### config.mk
export PLATFORM = sky130hd
export DESIGN_NAME = radio_frame_check_and_ack_top
export DESIGN_NICKNAME = d
export VERILOG_FILES = /design/src/rtl/core/rfca_pkg.sv /design/src/rtl/core/radio_frame_check_and_ack_top.sv
export SDC_FILE = /design/constraint.sdc
export NUM_CORES = 1
export LEC_CHECK = 0
export BUFFER_PORTS_ARGS = -buffer_cell sky130_fd_sc_hd__buf_4
export CORE_MARGIN = 2
export CORE_UTILIZATION = 55
export CTS_CLUSTER_DIAMETER = 150
export CTS_CLUSTER_SIZE = 25
export DETAILED_ROUTE_END_ITERATION = 10
export GPL_TIMING_DRIVEN = 0
export MAX_ROUTING_LAYER = met4
export PLACE_DENSITY = 0.83
export SKIP_LAST_GASP = 1
export SYNTH_ARGS = -nofsm -noshare
export SYNTH_HDL_FRONTEND = slang
export SYNTH_SLANG_ARGS = --single-unit
### constraint.sdc
create_clock -name i_clk -period 3.3 [get_ports i_clk]
set_clock_uncertainty 0.15 [all_clocks]
set_input_delay 0.66 -clock i_clk [delete_from_list [all_inputs] [get_ports i_clk]]
set_output_delay 0.66 -clock i_clk [all_outputs]
set_load 0.1 [all_outputs]
### src/rtl/core/rfca_pkg.sv
// shared types, constants and the crc-16 byte step for the radio frame checker
// no dependencies
package rfca_pkg;

    localparam int MAX_FRAME_BYTES = 64;
    localparam int CNT_W           = $clog2(MAX_FRAME_BYTES + 1);
    localparam int MIN_FRAME_BYTES = 8;
    localparam int ACK_BYTES       = 8;
    localparam int IDX_W           = $clog2(ACK_BYTES + 1);

    localparam logic [15:0] CRC_INIT = 16'hFFFF;
    localparam logic [15:0] CRC_POLY = 16'h1021;
    localparam logic [15:0] CRC_MSB  = 16'h8000;

    localparam logic [7:0] RST_MAGIC    = 8'hA5;
    localparam logic [7:0] RST_VERSION  = 8'h01;
    localparam logic [7:0] RST_DATA     = 8'h10;
    localparam logic [7:0] RST_ACK_TYPE = 8'h20;
    localparam logic [7:0] RST_GATEWAY  = 8'hF0;
    localparam logic [7:0] RST_PLEN     = 8'd16;
    localparam logic [7:0] RST_LAST_SEQ = 8'd255;
    localparam logic [7:0] ACK_PAD      = 8'h00;

    typedef enum logic [2:0] {
        CFG_MAGIC    = 3'd0,
        CFG_VERSION  = 3'd1,
        CFG_DATA     = 3'd2,
        CFG_ACK_TYPE = 3'd3,
        CFG_GATEWAY  = 3'd4,
        CFG_PLEN     = 3'd5
    } t_cfg_idx;

    typedef enum logic [2:0] {
        ST_NEW   = 3'd0,
        ST_DUP   = 3'd1,
        ST_SHORT = 3'd2,
        ST_LONG  = 3'd3,
        ST_BAD   = 3'd4,
        ST_PLEN  = 3'd5
    } t_status;

    // ack item positions in the output run
    localparam logic [IDX_W-1:0] IT_VERDICT  = IDX_W'(0);
    localparam logic [IDX_W-1:0] IT_MAGIC    = IDX_W'(1);
    localparam logic [IDX_W-1:0] IT_VERSION  = IDX_W'(2);
    localparam logic [IDX_W-1:0] IT_ACK_TYPE = IDX_W'(3);
    localparam logic [IDX_W-1:0] IT_GATEWAY  = IDX_W'(4);
    localparam logic [IDX_W-1:0] IT_SEQ      = IDX_W'(5);
    localparam logic [IDX_W-1:0] IT_PAD      = IDX_W'(6);
    localparam logic [IDX_W-1:0] IT_CRC_HI   = IDX_W'(7);
    localparam logic [IDX_W-1:0] IT_CRC_LO   = IDX_W'(8);

    typedef struct packed {
        t_status    status;
        logic [7:0] node;
        logic [7:0] seq;
    } t_verdict;

    function automatic logic [15:0] crc_byte(input logic [15:0] crc_in, input logic [7:0] b);
        logic [15:0] c;
        c = crc_in ^ {b, 8'h00};
        for (int i = 0; i < 8; i++) begin
            if ((c & CRC_MSB) != 16'h0000) begin
                c = {c[14:0], 1'b0} ^ CRC_POLY;
            end else begin
                c = {c[14:0], 1'b0};
            end
        end
        return c;
    endfunction

endpackage

### src/rtl/core/radio_frame_check_and_ack_top.sv
// Takes one frame byte per cycle; the last byte of a frame (tlast) yields one verdict beat,
// followed by eight ack beats when the frame is new or a duplicate. The verdict is decided in
// the cycle its last byte is accepted, and its beat is offered from the next cycle on when the
// emitter is free. The byte path sustains one byte per cycle; the output side gives 1 or 9 beats
// per frame at one beat per ready cycle. A frame that ends while the emitter is busy parks its
// verdict in a holding slot, and while that slot is full tready stays low for every byte, until
// the emitter takes the held verdict. Ack crc bytes are built one byte per beat in the emitter.
// depends on rfca_pkg
module radio_frame_check_and_ack_top (
    input  logic        i_clk,
    input  logic        i_rst_n,
    input  logic        i_cfg_wr_en,
    input  logic [2:0]  i_cfg_idx,
    input  logic [7:0]  i_cfg_data,
    input  logic        s_axis_tvalid,
    output logic        s_axis_tready,
    input  logic [7:0]  s_axis_tdata,   // byte_value
    input  logic        s_axis_tlast,   // end_of_frame
    output logic        m_axis_tvalid,
    input  logic        m_axis_tready,
    output logic [31:0] m_axis_tdata,   // status[2:0], node_id[10:3], sequence_res[18:11],
                                        // ack_byte[26:19], zero fill
    output logic        m_axis_tuser,   // kind
    output logic        m_axis_tlast    // last
);
    import rfca_pkg::*;

    // configuration
    logic [7:0] r_magic, r_version, r_data_type, r_ack_type, r_gateway, r_plen;

    // frame state
    logic [CNT_W-1:0] r_cnt, n_cnt;
    logic             r_too_long, n_too_long;
    logic [15:0]      r_crc, n_crc;
    logic [7:0]       r_tail0, r_tail1;
    logic             r_hdr_ok, n_hdr_ok;
    logic [7:0]       r_node, n_node, r_seq, n_seq, r_plen_cap, n_plen_cap;
    logic [7:0]       r_last_seq;

    // emitter and holding slot
    logic             r_busy;
    logic [IDX_W-1:0] r_idx;
    t_verdict         r_cur;
    logic [15:0]      r_ack_crc;
    logic             r_pend_valid;
    t_verdict         r_pend;

    logic     in_fire, v_fire, out_fire, emit_free, out_last;
    t_verdict new_v;
    logic [7:0] ack_byte;
    logic       accepted;

    always_ff @(posedge i_clk) begin
        if (!i_rst_n) begin
            r_magic     <= RST_MAGIC;
            r_version   <= RST_VERSION;
            r_data_type <= RST_DATA;
            r_ack_type  <= RST_ACK_TYPE;
            r_gateway   <= RST_GATEWAY;
            r_plen      <= RST_PLEN;
        end else if (i_cfg_wr_en) begin
            unique case (i_cfg_idx)
                CFG_MAGIC:    r_magic     <= i_cfg_data;
                CFG_VERSION:  r_version   <= i_cfg_data;
                CFG_DATA:     r_data_type <= i_cfg_data;
                CFG_ACK_TYPE: r_ack_type  <= i_cfg_data;
                CFG_GATEWAY:  r_gateway   <= i_cfg_data;
                CFG_PLEN:     r_plen      <= i_cfg_data;
                default: ;
            endcase
        end
    end

    assign s_axis_tready = !r_pend_valid;
    assign in_fire       = s_axis_tvalid && s_axis_tready;
    assign v_fire        = in_fire && s_axis_tlast;

    // per-byte update
    always_comb begin
        n_crc      = (r_cnt >= CNT_W'(2)) ? crc_byte(r_crc, r_tail0) : r_crc;
        n_hdr_ok   = r_hdr_ok;
        n_node     = r_node;
        n_seq      = r_seq;
        n_plen_cap = r_plen_cap;
        if (r_cnt == CNT_W'(0) && s_axis_tdata != r_magic)     n_hdr_ok = 1'b0;
        if (r_cnt == CNT_W'(1) && s_axis_tdata != r_version)   n_hdr_ok = 1'b0;
        if (r_cnt == CNT_W'(2) && s_axis_tdata != r_data_type) n_hdr_ok = 1'b0;
        if (r_cnt == CNT_W'(3)) n_node     = s_axis_tdata;
        if (r_cnt == CNT_W'(4)) n_seq      = s_axis_tdata;
        if (r_cnt == CNT_W'(5)) n_plen_cap = s_axis_tdata;
        if (r_cnt < CNT_W'(MAX_FRAME_BYTES)) begin
            n_cnt      = r_cnt + CNT_W'(1);
            n_too_long = r_too_long;
        end else begin
            n_cnt      = r_cnt;
            n_too_long = 1'b1;
        end

        new_v.node = n_node;
        new_v.seq  = n_seq;
        if (n_cnt < CNT_W'(MIN_FRAME_BYTES)) begin
            new_v.status = ST_SHORT;
        end else if (n_too_long) begin
            new_v.status = ST_LONG;
        end else if ({r_tail1, s_axis_tdata} != n_crc || !n_hdr_ok) begin
            new_v.status = ST_BAD;
        end else if (n_plen_cap != r_plen) begin
            new_v.status = ST_PLEN;
        end else if (n_seq == r_last_seq) begin
            new_v.status = ST_DUP;
        end else begin
            new_v.status = ST_NEW;
        end
    end

    always_ff @(posedge i_clk) begin
        if (!i_rst_n || v_fire) begin
            r_cnt      <= '0;
            r_too_long <= 1'b0;
            r_crc      <= CRC_INIT;
            r_tail0    <= 8'h00;
            r_tail1    <= 8'h00;
            r_hdr_ok   <= 1'b1;
            r_node     <= 8'h00;
            r_seq      <= 8'h00;
            r_plen_cap <= 8'h00;
        end else if (in_fire) begin
            r_cnt      <= n_cnt;
            r_too_long <= n_too_long;
            r_crc      <= n_crc;
            r_tail0    <= r_tail1;
            r_tail1    <= s_axis_tdata;
            r_hdr_ok   <= n_hdr_ok;
            r_node     <= n_node;
            r_seq      <= n_seq;
            r_plen_cap <= n_plen_cap;
        end
    end

    always_ff @(posedge i_clk) begin
        if (!i_rst_n) begin
            r_last_seq <= RST_LAST_SEQ;
        end else if (v_fire && new_v.status == ST_NEW) begin
            r_last_seq <= new_v.seq;
        end
    end

    // output side
    assign accepted = (r_cur.status == ST_NEW) || (r_cur.status == ST_DUP);
    assign out_last = (r_idx == IT_CRC_LO) || (r_idx == IT_VERDICT && !accepted);
    assign out_fire = r_busy && m_axis_tready;
    assign emit_free = !r_busy || (out_fire && out_last);

    always_comb begin
        case (r_idx)
            IT_MAGIC:    ack_byte = r_magic;
            IT_VERSION:  ack_byte = r_version;
            IT_ACK_TYPE: ack_byte = r_ack_type;
            IT_GATEWAY:  ack_byte = r_gateway;
            IT_SEQ:      ack_byte = r_cur.seq;
            IT_PAD:      ack_byte = ACK_PAD;
            IT_CRC_HI:   ack_byte = r_ack_crc[15:8];
            IT_CRC_LO:   ack_byte = r_ack_crc[7:0];
            default:     ack_byte = 8'h00;
        endcase
    end

    always_ff @(posedge i_clk) begin
        if (!i_rst_n) begin
            r_busy       <= 1'b0;
            r_pend_valid <= 1'b0;
            r_idx        <= IT_VERDICT;
        end else begin
            if (emit_free) begin
                r_idx <= IT_VERDICT;
                if (r_pend_valid) begin
                    r_busy       <= 1'b1;
                    r_pend_valid <= 1'b0;
                end else begin
                    r_busy <= v_fire;
                end
            end else begin
                if (out_fire) r_idx <= r_idx + IDX_W'(1);
                if (v_fire)   r_pend_valid <= 1'b1;
            end
        end
    end

    always_ff @(posedge i_clk) begin
        if (emit_free) begin
            r_cur     <= r_pend_valid ? r_pend : new_v;
            r_ack_crc <= CRC_INIT;
        end else if (out_fire && r_idx >= IT_MAGIC && r_idx <= IT_PAD) begin
            r_ack_crc <= crc_byte(r_ack_crc, ack_byte);
        end
        if (v_fire && !(emit_free && !r_pend_valid)) begin
            r_pend <= new_v;
        end
    end

    assign m_axis_tvalid = r_busy;
    assign m_axis_tuser  = (r_idx != IT_VERDICT);
    assign m_axis_tlast  = out_last;
    assign m_axis_tdata  = {5'b00000, ack_byte, r_cur.seq, r_cur.node, r_cur.status};

`ifndef SYNTHESIS
    a_pend_needs_busy: assert property (@(posedge i_clk) disable iff (!i_rst_n)
        r_pend_valid |-> r_busy)
        else $error("holding slot full while emitter idle");

    a_idx_range: assert property (@(posedge i_clk) disable iff (!i_rst_n)
        r_busy |-> (r_idx <= IT_CRC_LO))
        else $error("emitter index out of range");

    a_accept_not_last: assert property (@(posedge i_clk) disable iff (!i_rst_n)
        (r_busy && r_idx == IT_VERDICT && (r_cur.status == ST_NEW || r_cur.status == ST_DUP))
        |-> !m_axis_tlast)
        else $error("accepted verdict marked last");

    a_drain_idle: assert property (@(posedge i_clk) disable iff (!i_rst_n)
        (out_fire && out_last && !r_pend_valid && !v_fire) |=> !r_busy)
        else $error("emitter stays busy after final beat");
`endif

endmodule

==> run summary, run 1 <==
Number of ports placed on the die boundary: 61. In this run the worst path has a maximum fanout of 9. In this run the number of H-tree levels came out at 4. Buffers inserted during clock tree synthesis total 17. TritonCTS built the clock tree. After clock tree synthesis, the clock-pin slew on the worst setup and hold paths is 0.07 ns. Across the run, the number of max-cap violations was 0.

In this run, synthesis inferred 38 flip-flops with an integrated enable. The die covers 18,100 um2. For this design, the slowest cell found on the critical path is a222oi_1.

Setup violations remaining at the end of the flow were counted as 0. For this design the static power due to leakage is 4.20 nW. met2 is the most crowded layer.

The share of the clock period used by the worst path works out to 98.8%. The cell taking the most area after synthesis is dfxtp_1. Among all cell types in the netlist, the one instantiated most often is nand2_1. The number of filler instances in the final layout was 1,365.

The worst pin sits at a relative slew slack of 42.5%. The tools report the met3 layer usage reported by global route as 5.03%. The residual overflow from global routing is 0.

For this run, the leading register cell type out of synthesis is dfxtp_1. The min-delay analysis places its worst path in the category reg2reg. The detail-routed via count per cell was 6.03. The worst setup path is launched from a flip-flop.

In the final layout, the multi-input gates occupy 5120 um2. The share of flip-flops with an asynchronous set or reset came out at 0%. The run gives 16,600 um2 as the standard cell core area. The final standard cell count with taps included and fillers excluded is 1,392, and the net total in the final layout is 1,192. After the first detailed-routing iteration, the DRC count stood at 1,090. The slew at the pin closest to its max-slew limit is 0.862 ns, and the length of the first detailed-routing pass in iterations is 5. The run gives 0.312 ns as the tightest hold margin. The tools report the global routing usage on met2 as 46.3%. The count of inserted antenna diode cells is 0. The tools report the starting density of the core as 56.4%. In this run, placement finished with an instance count of 1,344.

Family of cells with the greatest summed delay on the critical path: buffers and inverters. The largest voltage drop on the vdd net was 0.401 mV; the number of placement rows was 47. For the remaining number of nets flagged by the antenna check after routing, the log shows 0.

In the routed design, unresolved DRC markers number 0. Clock tree synthesis found a total of 181 sinks. The area growth from synthesis to layout is 17.2%. The flow ran to the end, and the final reports show no timing, DRC or antenna violations.

The number of global-route vias before repair was 7,762. The run gives 0.44 ns as the later-pin clock latency in the skew report. The run gives 42.8% as the sequential area share after synthesis. Number of unique standard cell types used by synthesis: 75.

Traced cell by cell, the critical path runs through inv_2, ha_2, clkbuf_8, and3_1, clkbuf_2, a222oi_1, nand2_1, buf_6. Dividing the detail-routed wire length by the instance count gives 19.1 um. The required time at the endpoint of the critical path is 2.49 ns. The floorplan die height is 134 um.

The tools report the combined area of all synthesized cells as 9350 um2. The flip-flop and latch count after synthesis is 181, and the via count of the routed design is 8,391. Maximum frequency from static timing analysis: 307 MHz. The number of antenna violations at the first check in global routing was 0. The width of the chip is 134 um. The top cell type's share of synthesized area is 30.6%. The largest net degree at the start of global routing came out at 23.

Number of hold violations in the final report: 0. The number of buffers and inverters on the critical path is 4, and the worst-case clock buffer depth is 2. The synthesized area per cell came out at 8.75 um2. The congestion estimate from routability-driven global placement came to 0.940. Power spread over the standard cell area amounts to 466 nW/um2. The synthesized instance count came out at 1,069. After synthesis, the cell types taking the most area are dfxtp_1 31%, edfxtp_1 12%, nand2_1 9.0%. STA classifies the critical path endpoint as an output pin. For the number of pins with negative max-slew slack in the final report, the log shows 0. The storage element area came out at 4010 um2. Setup repair after global routing could not meet its margin everywhere.

The logs give 0 for the number of hold-repair buffers added at the cts stage and 30.3% for the overall routing resource usage. The cell sitting at the root of the clock tree is a clkbuf_16. The total of buffers placed on input and output ports is 51. For the Yosys warning count, the log shows 0. The run gives 40.7% as the met1 layer usage reported by global route.

The type of the worst setup path is reg2out. The HPWL after detailed placement is 18,200 um. For this run, the slowest stage of the critical path takes 0.43 ns.

The worst path in the final design needs a cycle of 3.26 ns, including I/O delays and setup. Data on the critical path arrives at its endpoint at 2.45 ns. The fraction of layout cells with a size suffix above 1 works out to 16.0%. By count the netlist is led by 224 x nand2_1, 143 x dfxtp_1, 64 x xnor2_1, 58 x a21oi_1, 54 x nor2_1. Summed over all layers, the routed wires come to 26,500 um. For the wire length of the first global-routing pass, the log shows 41,400 um.
## path summary, 6_finish.rpt
kind	start	end	slack (ns)	cells past startpoint
setup / recovery	r_idx[0]	m_axis_tdata[22]	0.04	8
hold reg to reg	r_plen_cap[4]	r_plen_cap[4]	0.31	2
setup reg to reg	r_cnt[5]	r_last_seq[2]	0.11	9
hold / removal	r_plen_cap[4]	r_plen_cap[4]	0.31	2
## kinds of logic (layout without fill, tap and decap cells)
group	Yosys count	after routing	synth area share [%]
buffers and inverters	96	195	4.23
adders and majority gates	8	8	1.07
AOI/OAI and AO/OA	223	223	16.0
xor gates and xnor gates	101	101	10.7
and+or+nand+nor	425	425	21.2
muxes	34	34	4.00
other	1	5	0.0401
DFF	181	181	42.8
## power by group
part / switching (W) / internal (W)
Combinational: 0.000455 / 0.000209
Clock: 0.000974 / 0.00110
Sequential: 0.0000542 / 0.00232
Total: 0.00148 / 0.00362
## what timing repair did
item | in CTS | in global routing
buffers inserted | 5 | 14
endpoints found under the setup margin | 42 | 37
gates resized for setup | 14 | 21
cloned | 0 | 1
pin swaps | 5 | 11
## cells in the final DEF (no fill, tap or decap), types with 6 or more instances in the layout
cell / count
nand3_1: 38
nand2_1: 224
buf_1: 7
and2_1: 7
xnor2_1: 62
nand4_1: 11
clkbuf_16: 17
dfxtp_1: 139
and3_1: 6
a21boi_0: 37
mux2_2: 27
o21ai_1: 8
a22oi_1: 10
a21oi_1: 58
nand3b_1: 7
mux2i_1: 7
nor2b_1: 13
inv_1: 25
nor2_1: 50
buf_4: 73
o21ai_0: 25
clkbuf_1: 41
a222oi_1: 7
nor3_1: 30
o22ai_1: 7
o211ai_1: 30
xor2_1: 28
edfxtp_1: 38
## area by class of cell
cell class	count	area share [%]
sequential	181	36.6
tap	220	2.51
multi-input combinational	796	46.7
timing repair inverter	1	0.0457
buffer	64	2.73
clock buffer	18	4.01
clock inverter	14	1.43
inverter	28	0.993
timing repair buffer	70	4.98
## registers in the layout (all words and copies together) (netlist names)
name	count
r_magic	8
r_ack_type	8
r_data_type	8
r_last_seq	8
r_seq	8
r_ack_crc	16
r_crc	16
m_axis_tdata	19
r_too_long	1
r_pend_valid	1
r_plen	8
m_axis_tvalid	1
r_hdr_ok	1
r_tail1	8
r_pend	19
r_idx	4
r_gateway	8
r_node	8
r_tail0	8
r_plen_cap	8
r_version	8
r_cnt	7
## worst min-delay path, delay by kind of cell, from the launching register on
kind,cells,cell delay (ns)
flip-flops,1,0.31
AO/OA/AOI/OAI,1,0.05
AND/OR/NAND/NOR,1,0.05
## routing by layer
| metal | part of all wire [%] | routed length (um) | up-vias |
|---|---|---|---|
| li1 | - | - | 3914 |
| met1 | 43 | 11500 | 3998 |
| met2 | 46 | 12200 | 421 |
| met3 | 8.3 | 2210 | 58 |
| met4 | 2.3 | 612 | 0 |
| met5 | 0 | 0 | - |
## per-stage QoR
step | area, um2 | util (%) | total power [W] | TNS, ns | worst slack (ns)
after floorplan | 9430 | - | 0.00287 | 0 | 0.00112
after global placement | 10100 | 60.8 | 0.00304 | -6.84 | -0.591
after detailed placement | 10100 | 60.8 | 0.00305 | -7.86 | -0.638
after CTS | 10800 | 65.0 | 0.00508 | -0.00104 | -0.00104
after global routing | 11000 | 66.1 | 0.00524 | -0.113 | -0.0620
final | 11000 | 66.1 | 0.00511 | 0 | 0.0399
(Power assumes the default switching activity.)
==> inputs of run 2 (changes only) <==
--- a/config.mk
+++ b/config.mk
@@ -7,13 +7,13 @@
 export LEC_CHECK = 0
 export BUFFER_PORTS_ARGS = -buffer_cell sky130_fd_sc_hd__buf_4
 export CORE_MARGIN = 2
-export CORE_UTILIZATION = 55
+export CORE_UTILIZATION = 40
 export CTS_CLUSTER_DIAMETER = 150
 export CTS_CLUSTER_SIZE = 25
 export DETAILED_ROUTE_END_ITERATION = 10
 export GPL_TIMING_DRIVEN = 0
 export MAX_ROUTING_LAYER = met4
-export PLACE_DENSITY = 0.83
+export PLACE_DENSITY = 0.66
 export SKIP_LAST_GASP = 1
 export SYNTH_ARGS = -nofsm -noshare
 export SYNTH_HDL_FRONTEND = slang
==> run summary, run 2 (synthesis gave the netlist of run 1 again) <==
The worst register-to-register path ends at m_axis_tdata[0]. The number of placed instances, taps included, is 1,437. The total leakage power is 4.24 nW. The number of ports placed on the die boundary is 61.

In the final routed layout, each cell accounts on average for 18.4 um. Global routing used 23.1% of the available tracks. For this configuration, the core starts out at a cell density of 41.0%. The critical-path maximum fanout is 10.

The tools report the wire length after detailed routing as 27,300 um. The path with the worst hold slack has its endpoint at r_plen_cap[4]. The first global-routing pass estimated 42,500 um of wire.

The length of the first detailed-routing pass in iterations is 5. In this run, the number of DRC markers left after iteration 0 of detailed routing was 755. The worst-path cell with the longest stage delay is a222oi_1. The critical path in this run is classified as reg2out. Setup repair after global routing could not meet its margin everywhere. Clock latency on the worst-skew pair, taken at its later pin, is 0.45 ns. Clock tree synthesis inserted a total of 17 buffers. The tools report the startpoint type of the worst setup path as a flip-flop.

The run gives 0.420 mV as the largest voltage drop on the vdd net. Counting along the longest clock path gives a buffer depth of 2. In the layout the commonest cells are 224 x nand2_1, 139 x dfxtp_1, 72 x buf_4. Counting cells, the worst reg-to-reg path comes to 11. The fraction of layout cells with a size suffix above 1 works out to 16.7%. Clock tree synthesis selected as its root buffer the cell clkbuf_16. The tools report the number of antenna violations at the first check in global routing as 0. The logs give 0 for the number of endpoints failing setup at the final stage and 1,484 for the final standard cell count with taps included and fillers excluded. The launch point of the worst reg-to-reg path is r_cnt[0].

STA classifies the critical path endpoint as an output pin. The die covers 24,600 um2. The clock tree synthesis step divided the H-tree into 4 levels. Total of buffers placed on input and output ports: 51.

The final route contains 8,142 vias. The arrival time of the worst setup path was 2.42 ns; the worst stage delay on the critical path was 0.38 ns. At the pin with the least slew margin, the transition time is 0.905 ns. The run gives 0 as the number of hold violations in the final report. Walking the worst path, the cells encountered are inv_1, ha_1, nor3b_4, buf_4, a222oi_1, nand3_1, buf_4. The die is 157 um tall. In the routed design, unresolved DRC markers number 0. The share of the clock period used by the worst path is 97.9%, and the net total in the final layout is 1,191. The worst pin sits at a relative slew slack of 39.7%.

For this run, the top clock speed supported by timing is 309 MHz. Dividing the detail-routed via count by the number of cells gives 5.49. The die is 157 um wide. The power density of the placed cells was 466 nW/um2. The run finished with clean final reports. After layout, the worst setup slack is 0.0681 ns.

The tools report the number of global-route vias before repair as 7,759. Overall power consumption after layout is estimated at 0.00520 W. The detailed placer's ending HPWL was 19,100 um; the clock sink count was 181. After filler insertion, the fill cell instance count of the layout stands at 2,170.

The tools report the count of inserted antenna diode cells as 0. The startpoint identified for the worst hold timing path is r_plen_cap[4]. At the end of the flow the core is filled with cells to 49.0%. The residual overflow from global routing was 0.

The number of pins with negative max-slew slack in the final report is 0. Before CTS, the worst setup slack after placement is -0.603 ns. The required time at the endpoint of the critical path came out at 2.49 ns. The area overhead of the layout relative to synthesis works out to 19.3%. Cell repeated most along the worst path: buf_4. Along the worst hold path, the cell count comes to 2.

The min-delay analysis places its worst path in the category reg2reg. For the worst reg-to-reg setup slack, the log shows 0.08 ns. The run gives 0 as the number of max-capacitance violations reported. Clock-pin slew was measured on the worst setup and hold paths at 0.08 ns.

Across all hold checks on the routed design, the worst slack comes to 0.314 ns. TritonCTS built the clock tree. Largest net degree at the start of global routing: 23.

The smallest clock period supported by the final layout is computed as 3.23 ns. The standard cell core area is 22,800 um2, and the remaining number of nets flagged by the antenna check after routing is 0. For the number of placement rows, the log shows 55. Leaving out fill and tap cells, the most frequent cell in the layout is nand2_1.

For the placer's final routability congestion estimate, the log shows 0.972.
## run 2: repair_timing
item | 4_1_cts | 5_1_grt
setup buffers | 11 | 7
cloned | 0 | 1
hold buffers | 0 | 0
endpoints found under the setup margin | 45 | 37
hold endpoints to repair | 0 | 0
pin swaps | 9 | 6
resized for setup | 21 | 24
## run 2: final cells by class
| class | instances | area [um2] | area share [%] |
|---|---|---|---|
| plain buffers | 64 | 299 | 2.68 |
| clock buffers | 17 | 425 | 3.81 |
| clock inverters | 15 | 209 | 1.87 |
| inverters | 28 | 109 | 0.976 |
| multi-input cells | 796 | 5170 | 46.3 |
| flip-flops and latches | 181 | 4010 | 36.0 |
| well taps | 313 | 392 | 3.51 |
| repair buffers | 69 | 538 | 4.82 |
| repair inverters | 1 | 5.00 | 0.0449 |
## run 2: how the worst max path moves through the flow
stage | start | endpoint | slack, ns
4_1_cts | r_cnt[0] | m_axis_tdata[0] | -0.09
5_1_grt | r_idx[1] | m_axis_tdata[21] | -0.04
3_5_place_dp | s_axis_tdata[5] | m_axis_tdata[0] | -0.60
6_report | r_idx[1] | m_axis_tdata[21] | 0.07
3_3_place_gp | s_axis_tdata[5] | m_axis_tdata[0] | -0.67
2_1_floorplan | m_axis_tdata[2] | r_pend[0] | 0.001
## run 2: where the power goes
part           internal (W)  leakage, nW  switching (W)  total [W]
Combinational      0.000211         2.38       0.000452   0.000662
Sequential          0.00231         1.55      0.0000543    0.00237
Clock               0.00106        0.304        0.00111    0.00217
## run 2: stage by stage
step	setup TNS, ns	area (um2)
CTS	-0.0888	11000
global placement	-9.10	10200
finish	0	11200
detailed placement	-8.80	10200
global route	-0.153	11200
floorplan	0	9430
## run 2: routing by layer
layer	share of wire, %	global-route usage, %
met5	0	-
met4	2.1	7.03
met3	6.7	4.68
met2	46	35.5
met1	45	30.7
## run 2: critical path, delay by kind of cell (launching register included)
family / cells / cell delay [ns]
AOI/OAI and AO/OA: 1 / 0.38
and+or+nand+nor: 2 / 0.40
DFF: 1 / 0.37
buffers and inverters: 3 / 0.51
adders and majority gates: 1 / 0.32
